<file path="src/design/mfd_pkg.sv">
// Shared types and constants for the median fire detector.
`timescale 1ns / 1ps
package mfd_pkg;

    localparam int TEMP_W  = 16;
    localparam int LEVEL_W = 3;
    localparam int CNT_W   = 5;
    localparam int CFG_IDX_W = 2;
    localparam int CFG_DATA_W = 16;

    localparam logic [CFG_IDX_W-1:0] CFG_HOT_THRESHOLD    = 2'd0;
    localparam logic [CFG_IDX_W-1:0] CFG_HOT_COUNT_NEEDED = 2'd1;
    localparam logic [CFG_IDX_W-1:0] CFG_RISE_THRESHOLD   = 2'd2;

    localparam logic signed [TEMP_W-1:0] RST_HOT_THRESHOLD = 16'sd58;
    localparam logic [CNT_W-1:0]         RST_HOT_COUNT_NEEDED = 5'd27;
    localparam logic [TEMP_W-1:0]        RST_RISE_THRESHOLD = 16'd8;
    localparam logic [CNT_W-1:0]         CNT_SAT = 5'd31;

    typedef logic signed [TEMP_W-1:0] t_temp;

    typedef struct packed {
        logic load;
        logic shift;
    } t_hist_ctl;

    typedef enum logic [7:0] {
        S_CLEAR = 8'b0000_0001,
        S_IDLE  = 8'b0000_0010,
        S_READ  = 8'b0000_0100,
        S_SORT  = 8'b0000_1000,
        S_MED   = 8'b0001_0000,
        S_SHIFT = 8'b0010_0000,
        S_COUNT = 8'b0100_0000,
        S_DONE  = 8'b1000_0000
    } t_state;

endpackage

</file>
<file path="src/design/mfd_hist_cell.sv">
// History cell: one smoothed value, loaded in parallel or shifted from its neighbor.
`timescale 1ns / 1ps
module mfd_hist_cell (
    input  logic               i_clk,
    input  mfd_pkg::t_hist_ctl i_ctl,
    input  mfd_pkg::t_temp     i_load_data,
    input  mfd_pkg::t_temp     i_prev,
    output mfd_pkg::t_temp     o_value
);
    import mfd_pkg::*;

    t_temp r_val;

    always_ff @(posedge i_clk) begin
        if (i_ctl.load) begin
            r_val <= i_load_data;
        end else if (i_ctl.shift) begin
            r_val <= i_prev;
        end
    end

    assign o_value = r_val;

endmodule

</file>
<file path="config.mk">
export PLATFORM = sky130hd
export DESIGN_NAME = mfd_hist_cell
export DESIGN_NICKNAME = d
export VERILOG_FILES = /design/src/design/mfd_pkg.sv /design/src/design/mfd_hist_cell.sv
export SDC_FILE = /design/constraint.sdc
export NUM_CORES = 1
export LEC_CHECK = 0
export BUFFER_PORTS_ARGS = -buffer_cell sky130_fd_sc_hd__buf_2
export CAP_MARGIN = 10
export CORE_MARGIN = 3
export CORE_UTILIZATION = 35
export CTS_CLUSTER_DIAMETER = 40
export DETAILED_ROUTE_END_ITERATION = 10
export PLACE_DENSITY = 0.73
export SLEW_MARGIN = 20
export SYNTH_ARGS = -nofsm -noshare
export SYNTH_HDL_FRONTEND = slang
export SYNTH_SLANG_ARGS = --single-unit
export TNS_END_PERCENT = 5
</file>
<file path="constraint.sdc">
create_clock -name i_clk -period 1.2 [get_ports i_clk]
set_input_delay 0.06 -clock i_clk [delete_from_list [all_inputs] [get_ports i_clk]]
set_output_delay 0.06 -clock i_clk [all_outputs]
set_load 0.01 [all_outputs]
</file>
==> flow_summary.toml <==
[outcome]
status = "finished, final reports clean"

[sta]
worst_slew_margin_rel_pct = 58.2
finalHoldViolCount = 0
min_period_ns = 0.858
clock.fmax_ghz = 1.17
setup_tns_ns = 0
final_max_slew_viol_count = 0
worst_pin_slew_ns = 0.626
setup_viol = 0
timing.final.crit_share_pct = 71.5
rsz0062_at_grt = "no"

[synthesis]
synth_compound_area_share_pct = 0
synth-xor-area-share_pct = 0
synth_top_cell_by_area = "edfxtp_1"
synth_warnings = 0
synth_nets = 70
syn_inst = 35
synthTopCellsByArea = "edfxtp_1 (66%), mux2_4 (18%), mux2_2 (11%), buf_12 (2.7%), buf_6 (1.5%)"
syn-cell-area_um2 = 732
synth_seq_cells = 16
synth_mux_area_share_pct = 29.2
yosys.area_share.simple_pct = 0.855
synth_top_area_share_pct = 65.6
synth_fa_ha_area_share_pct = 0
ys_types = 6
synth-seq-area-share_pct = 65.6
avgSynthCellArea_um2 = 20.9
synth_top_family_by_area = "multiplexers"

[pwr]
p_leak_nw = 0.488
irDropWorstVdd_mv = 0.840
power_density_mw_per_mm2 = 1160

[setup_path]
startpoint_type = "flip-flop"
crit_family = "flip-flops"
worstSetupPathType = "flip-flop to output port"
cp_data_required_time_ns = 1.14
cpMaxStageDelayCell = "edfxtp_1"
cpPeakStageDelay_ns = 0.38
crit_arrival_ns = 0.80
crit_chain = "buf_2"
crit_path_end_kind = "output port"
path_buf_inv = 1
critPathMaxFanout = 1

[global_routing]
track_usage_pct = 10.8
antenna_found_initial = 0
grt_pass1_vias = 462
grt_max_degree = 17
gr-total-overflow = 0
grt_pass1_wl_mm = 2.07

[die]
core_area_mm2 = 0.00184
dieWidth_um = 51.7
dieArea_mm2 = 0.00268
placementRows = 15
io_pins = 51
start_util_pct = 39.8
die_height_um = 51.7

[layout]
area_growth_pct = 39.8
design_area_mm2 = 0.00102
nets = 125
largest_reg_flops = 16
drive_above_1_share_pct = 79.8
n_antenna_cell = 0

[detailed_routing]
wire_per_inst_um = 12.4
viasPerCell = 4.13
first_pass_iters = 2
drt-total-wl_mm = 1.41
remaining_drc_errors = 0
num_vias = 471
drt_iter0_drc = 4
ant_nets = 0

[hold_path]
hold_path_class = "input pin to flip-flop"

[clock_tree]
path_clk_slew_ns = 0.08
clk_path_buf_depth = 2
cts_resized = 0
postCtsSetupBuffers = 0
numCtsBuffers = 3
cts_tree = "yes"
cts_root_buf = "clkbuf_4"
hold_buffers = 0
cts_sinks = 16
cts_max_level = 1

[place]
post_dp_cell_area_um2 = 997
dpl.hpwl_mm = 1.26
io_buffers = 50
gp_congestion = 0.654

[flow_run]
drv_cap = 0
## where the power goes
group | total [mW] | leakage, nW | internal [mW] | switching (mW)
registers | 0.698 | 0.163 | 0.685 | 0.0129
logic | 0.233 | 0.310 | 0.134 | 0.0990
clock network | 0.261 | 0.0154 | 0.120 | 0.141
## through the flow
stage               hold WS (ns)  total power, mW  utilization [%]  std cells  setup slack, ns
floorplan                  0.277            0.836                -         35           0.0988
global placement           0.363            0.946             54.2        110            0.161
detailed placement         0.364            0.950             54.2        110            0.130
CTS                       0.0770             1.21             55.6        114            0.328
global route              0.0674             1.25             55.6        114            0.290
finish                    0.0882             1.19             55.6        114            0.342
## final cells by class
type                    count  area, um^2
flip-flops and latches     16         480
clock buffers               3        22.5
repair buffers             52         265
clock inverters             1        3.75
well taps                  25        31.3
fillers                   175         816
multi-input cells          17         220
## cells in the final DEF (no fill, tap or decap)
master,count
mux2_4,9
clkinv_1,1
clkbuf_4,3
mux2_2,7
or2_1,1
buf_4,2
buf_2,50
edfxtp_1,16
## cell families after synthesis
family | count (synthesis)
AND/OR/NAND/NOR | 1
multiplexers | 16
buffers and inverters | 2
flip-flops | 16
## path summary, 6_finish.rpt
check                  from                     to  slack [ns]  cells after the start
max    o_value[7]$_DFFE_PP_             o_value[7]        0.34                      1
min         i_load_data[15]  o_value[15]$_DFFE_PP_        0.09                      2
## cells in the mapped netlist
master	instances
mux2_4	9
or2_1	1
edfxtp_1	16
buf_12	1
mux2_2	7
buf_6	1
## routing by layer
metal / share of wire [%] / vias up / global-route usage (%)
li1: - / 244 / -
met1: 34 / 208 / 10.7
met2: 59 / 19 / 20.8
met3: 6.9 / 0 / 5.73
met4: 0 / 0 / 0
met5: 0 / - / 0
Power figures use the tool's default switching activity.
