**config.mk**
```make
export PLATFORM = sky130hd
export DESIGN_NAME = mfd_sort_cell
export DESIGN_NICKNAME = d
export VERILOG_FILES = /design/src/design/mfd_pkg.sv /design/src/design/mfd_sort_cell.sv
export SDC_FILE = /design/constraint.sdc
export NUM_CORES = 1
export LEC_CHECK = 0
export BUFFER_PORTS_ARGS = -buffer_cell sky130_fd_sc_hd__clkbuf_2
export CORE_UTILIZATION = 48
export DETAILED_ROUTE_END_ITERATION = 16
export GPL_TIMING_DRIVEN = 0
export HOLD_SLACK_MARGIN = 0.08
export PLACE_DENSITY = 0.82
export SYNTH_ARGS = -nofsm -noshare
export SYNTH_HDL_FRONTEND = slang
export SYNTH_SLANG_ARGS = --single-unit
```
**constraint.sdc**
```tcl
create_clock -name i_clk -period 3.48 [get_ports i_clk]
set_clock_uncertainty 0.05 [all_clocks]
set_input_delay 0.522 -clock i_clk [delete_from_list [all_inputs] [get_ports i_clk]]
set_output_delay 0.522 -clock i_clk [all_outputs]
set_load 0.005 [all_outputs]
```
**src/design/mfd_pkg.sv**
```systemverilog
// Shared types and constants for the median fire detector.
`timescale 1ns / 1ps
package mfd_pkg;

    localparam int TEMP_W  = 16;
    localparam int LEVEL_W = 3;
    localparam int CNT_W   = 5;
    localparam int CFG_IDX_W = 2;
    localparam int CFG_DATA_W = 16;

    localparam logic [CFG_IDX_W-1:0] CFG_HOT_THRESHOLD    = 2'd0;
    localparam logic [CFG_IDX_W-1:0] CFG_HOT_COUNT_NEEDED = 2'd1;
    localparam logic [CFG_IDX_W-1:0] CFG_RISE_THRESHOLD   = 2'd2;

    localparam logic signed [TEMP_W-1:0] RST_HOT_THRESHOLD = 16'sd58;
    localparam logic [CNT_W-1:0]         RST_HOT_COUNT_NEEDED = 5'd27;
    localparam logic [TEMP_W-1:0]        RST_RISE_THRESHOLD = 16'd8;
    localparam logic [CNT_W-1:0]         CNT_SAT = 5'd31;

    typedef logic signed [TEMP_W-1:0] t_temp;

    typedef struct packed {
        logic load;
        logic shift;
    } t_hist_ctl;

    typedef enum logic [7:0] {
        S_CLEAR = 8'b0000_0001,
        S_IDLE  = 8'b0000_0010,
        S_READ  = 8'b0000_0100,
        S_SORT  = 8'b0000_1000,
        S_MED   = 8'b0001_0000,
        S_SHIFT = 8'b0010_0000,
        S_COUNT = 8'b0100_0000,
        S_DONE  = 8'b1000_0000
    } t_state;

endpackage

```
**src/design/mfd_sort_cell.sv**
```systemverilog
// Insertion sort cell: keeps the smallest value seen, passes the larger one on.
`timescale 1ns / 1ps
module mfd_sort_cell (
    input  logic           i_clk,
    input  logic           i_rst_n,
    input  logic           i_clear,
    input  logic           i_in_valid,
    input  mfd_pkg::t_temp i_in_data,
    output logic           o_pass_valid,
    output mfd_pkg::t_temp o_pass_data,
    output mfd_pkg::t_temp o_value
);
    import mfd_pkg::*;

    logic  r_full;
    logic  r_pv;
    t_temp r_val;
    t_temp r_pd;

    always_ff @(posedge i_clk) begin
        if (!i_rst_n || i_clear) begin
            r_full <= 1'b0;
            r_pv   <= 1'b0;
        end else if (i_in_valid) begin
            if (!r_full) begin
                r_full <= 1'b1;
                r_val  <= i_in_data;
                r_pv   <= 1'b0;
            end else if (i_in_data < r_val) begin
                r_val <= i_in_data;
                r_pd  <= r_val;
                r_pv  <= 1'b1;
            end else begin
                r_pd <= i_in_data;
                r_pv <= 1'b1;
            end
        end else begin
            r_pv <= 1'b0;
        end
    end

    assign o_pass_valid = r_pv;
    assign o_pass_data  = r_pd;
    assign o_value      = r_val;

endmodule

```
==> impl_metrics.tcl <==
set metrics [dict create \
    fmaxAchievable_mhz 318 \
    synth.yosys.warnings 0 \
    first_iter_violations 295 \
    drt_drc_violations_left 0 \
    floorplan.die_area_mm2 0.00468 \
    via_count_of_the_first_global_routing_pass 1868 \
    fraction_of_the_cycle_the_final_worst_path_needs_pct 90.3 \
    rrSetupSlack_ps 340 \
    area.growth.synth_to_final_pct 21.0 \
    fin_tns_setup_ps 0 \
    synth_top_flop_cell "edfxtp_1" \
    layout.cell_area.non_filler_mm2 0.00256 \
    clockBufferDepth 2 \
    worstSetupEndpointType "register" \
    antenna_left 0 \
    netlist.top_cell.by_area "edfxtp_1" \
    final_hold_viol_count 0 \
    chipWidth_um 68.4 \
    clkSlewWorstSetupHoldPaths_ps 80 \
    fin_crit_ps 3140 \
    worstHoldEndpoint "o_value[15]" \
    top_cells_by_area_in_the_synthesized_netlist "edfxtp_1 (45%), ha_1 (8.9%), nand2_1 (8.5%)" \
    power_density_mw_per_mm2 370 \
    crit_path_max_fanout 10 \
    criticalPathCategory "reg -> reg" \
    synthesis.nets 242 \
    grtUsageTotal_pct 25.5 \
    drt_first_pass_iters 5 \
    leakage_nw 1.07 \
    worstPathArrival_ps 3080 \
    hpwl_mm 3.69 \
    yosys.cell_types.count 37 \
    core_utilization_of_the_finished_layout_pct 62.2 \
    core_region_area_mm2 0.00412 \
    timing.hold.worst.class "in -> reg" \
    start_kind "register" \
    worst_hold_path_stage_count 1 \
    worstReg2RegStart "o_value[6]" \
    route.final.wire_length_mm 5.51 \
    cts_root_buffer "clkbuf_8" \
    syn-mean-instance-area_um2 10.2 \
    ys_async_sr_fraction_pct 0 \
    required_ps 3420 \
    multiInputGateArea_um2 990 \
    timing.final.max_slew_violations 0 \
    post-synth-top-area-fraction_pct 45.4 \
    synth_enable_flop_cells 32 \
    timing.max_cap.violations 0 \
    layout.nets 303 \
    largest_vdd_supply_drop_v 0.000179 \
    yosysMostFrequentCell "nand2_1" \
    clock_insertion_delay_worst_skew_ps 290 \
    slowest_delay_ps 450 \
    grt.met3_usage_pct 6.17 \
    syn_inst 207 \
    cts_tree "built" \
    antennaDiodeCount 0 \
    vias 2011 \
    path_cells "inv_1, ha_1, and3_1, o311a_1, o21ai_2, clkbuf_1, a311oi_1, a211oi_4, buf_4" \
    r2r_cells 9 \
    crit_path_top_delay_cell "clkbuf_1" \
    critical_path.n_buffers_inverters 3 \
    initial_core_utilization_pct 51.4 \
    relative_max_transition_margin_pct 40.9 \
    placed_cell_area_mm2 0.00244 \
    wire_length_of_the_first_global_routing_pass_mm 8.63 \
    grt_util_met2_pct 40.2 \
    register_area_mm2 0.00100 \
    critical_path.reg2reg.endpoint "o_value[9]" \
    globalplace.congestion 0.909 \
    routed_wire_length_per_instance_um 17.3 \
    cpLargestDelayFamily "compound AO/OA/AOI/OAI gates" \
    final.fill_count 353 \
    global_route.peak_usage_layer "met2" \
    detail_route.vias_per_cell 6.30 \
    result_of_the_run "finished clean" \
    synth.ff_latch_count 34 \
    antenna_found_initial 0 \
    clock_sink_count 34 \
    global_route_overflow 0 \
    tightestPinTransition_ps 886 \
    cts.htree.levels 2 \
    pin_count_of_the_biggest_net_entering_global_routing 17 \
    report.final.setup_viol 0 \
    share_of_post_route_cells_with_drive_strength_above_1_pct 27.5 \
    die_span_y_um 68.4 \
    fraction_of_the_yosys_area_taken_by_sequential_cells_pct 47.3 \
    grtUsageMet1_pct 32.1 \
    ios 53 \
    cts_inserted_buffers 5 \
    port-buffer-count 52 \
    num_rows 23 \
    timing.hold.worst.start "i_in_data[15]" \
    syn_area_mm2 0.00212 \
    rsz_0062_raised_after_global_routing "false" \
    yosys-top-cells-count "nand2_1 (48), edfxtp_1 (32), inv_1 (17)" \
]
repair_timing:
action / 4_1_cts / 5_1_grt
setup endpoints to repair: 16 / 0
setup buffers: 2 / 0
resized for setup: 1 / 0
hold buffers: 0 / 0
through the flow:
| stage | total power, W | setup WS [ps] | hold slack (ps) | cells |
|---|---|---|---|---|
| 3_3_place_gp | 0.000635 | -558 | 401 | 309 |
| 6_report | 0.000946 | 337 | 384 | 319 |
| 2_1_floorplan | 0.000584 | 209 | 390 | 207 |
| 3_5_place_dp | 0.000641 | -680 | 422 | 309 |
| 4_1_cts | 0.000943 | 402 | 385 | 319 |
| 5_1_grt | 0.000982 | 197 | 394 | 319 |
power breakdown:
group | leakage, nW | switching, W | internal (W)
Clock | 0.0482 | 0.000147 | 0.000160
Sequential | 0.308 | 0.00000611 | 0.000462
Combinational | 0.710 | 0.000102 | 0.0000698
per-layer routing:
metal  vias to the layer above  wire, um
li1                        920         -
met1                       934      2190
met2                       133      2620
met3                        24       541
met4                         0       150
met5                         -         0
state kept, by name (all words and copies together), names as in the netlist:
| signal | flops |
|---|---|
| o_pass_data | 16 |
| r_full | 1 |
| o_value | 16 |
| o_pass_valid | 1 |
how the worst max path moves through the flow:
stage	start	to	slack [ps]	cells past startpoint
floorplan	i_in_data[6]	o_value[0]	210	7
global placement	i_in_data[6]	o_value[8]	-560	8
detailed placement	i_in_data[6]	o_value[6]	-680	8
CTS	o_value[6]	o_value[8]	400	9
global route	o_value[6]	o_value[8]	200	9
finish	o_value[6]	o_value[9]	340	9
layout by cell type, fill, tap and decap left out, drive strengths merged, types with 4 or more instances in the layout:
master,instances
a2111oi,15
a311o,15
a31oi,15
buf,8
clkbuf,69
edfxtp,32
ha,15
inv,17
nand2,48
nor2,4
o21a,4
o21ai,4
area by class of cell:
class / count / share of cell area (%)
timing repair buffer: 54 / 10.7
inverter: 17 / 2.49
multi-input combinational: 140 / 38.6
sequential: 34 / 39.1
clock inverter: 1 / 0.195
clock buffer: 7 / 3.37
buffer: 16 / 3.03
tap: 50 / 2.44
cells by family after synthesis:
| kind of cell | Yosys count | share of synthesized area (%) |
|---|---|---|
| compound gates | 60 | 23.0 |
| fa+ha+maj | 15 | 8.87 |
| buf+inv | 33 | 6.68 |
| mux | 1 | 0.532 |
| flops | 34 | 47.3 |
| simple gates | 64 | 13.6 |
No activity file was read; power rests on OpenSTA's default activity.
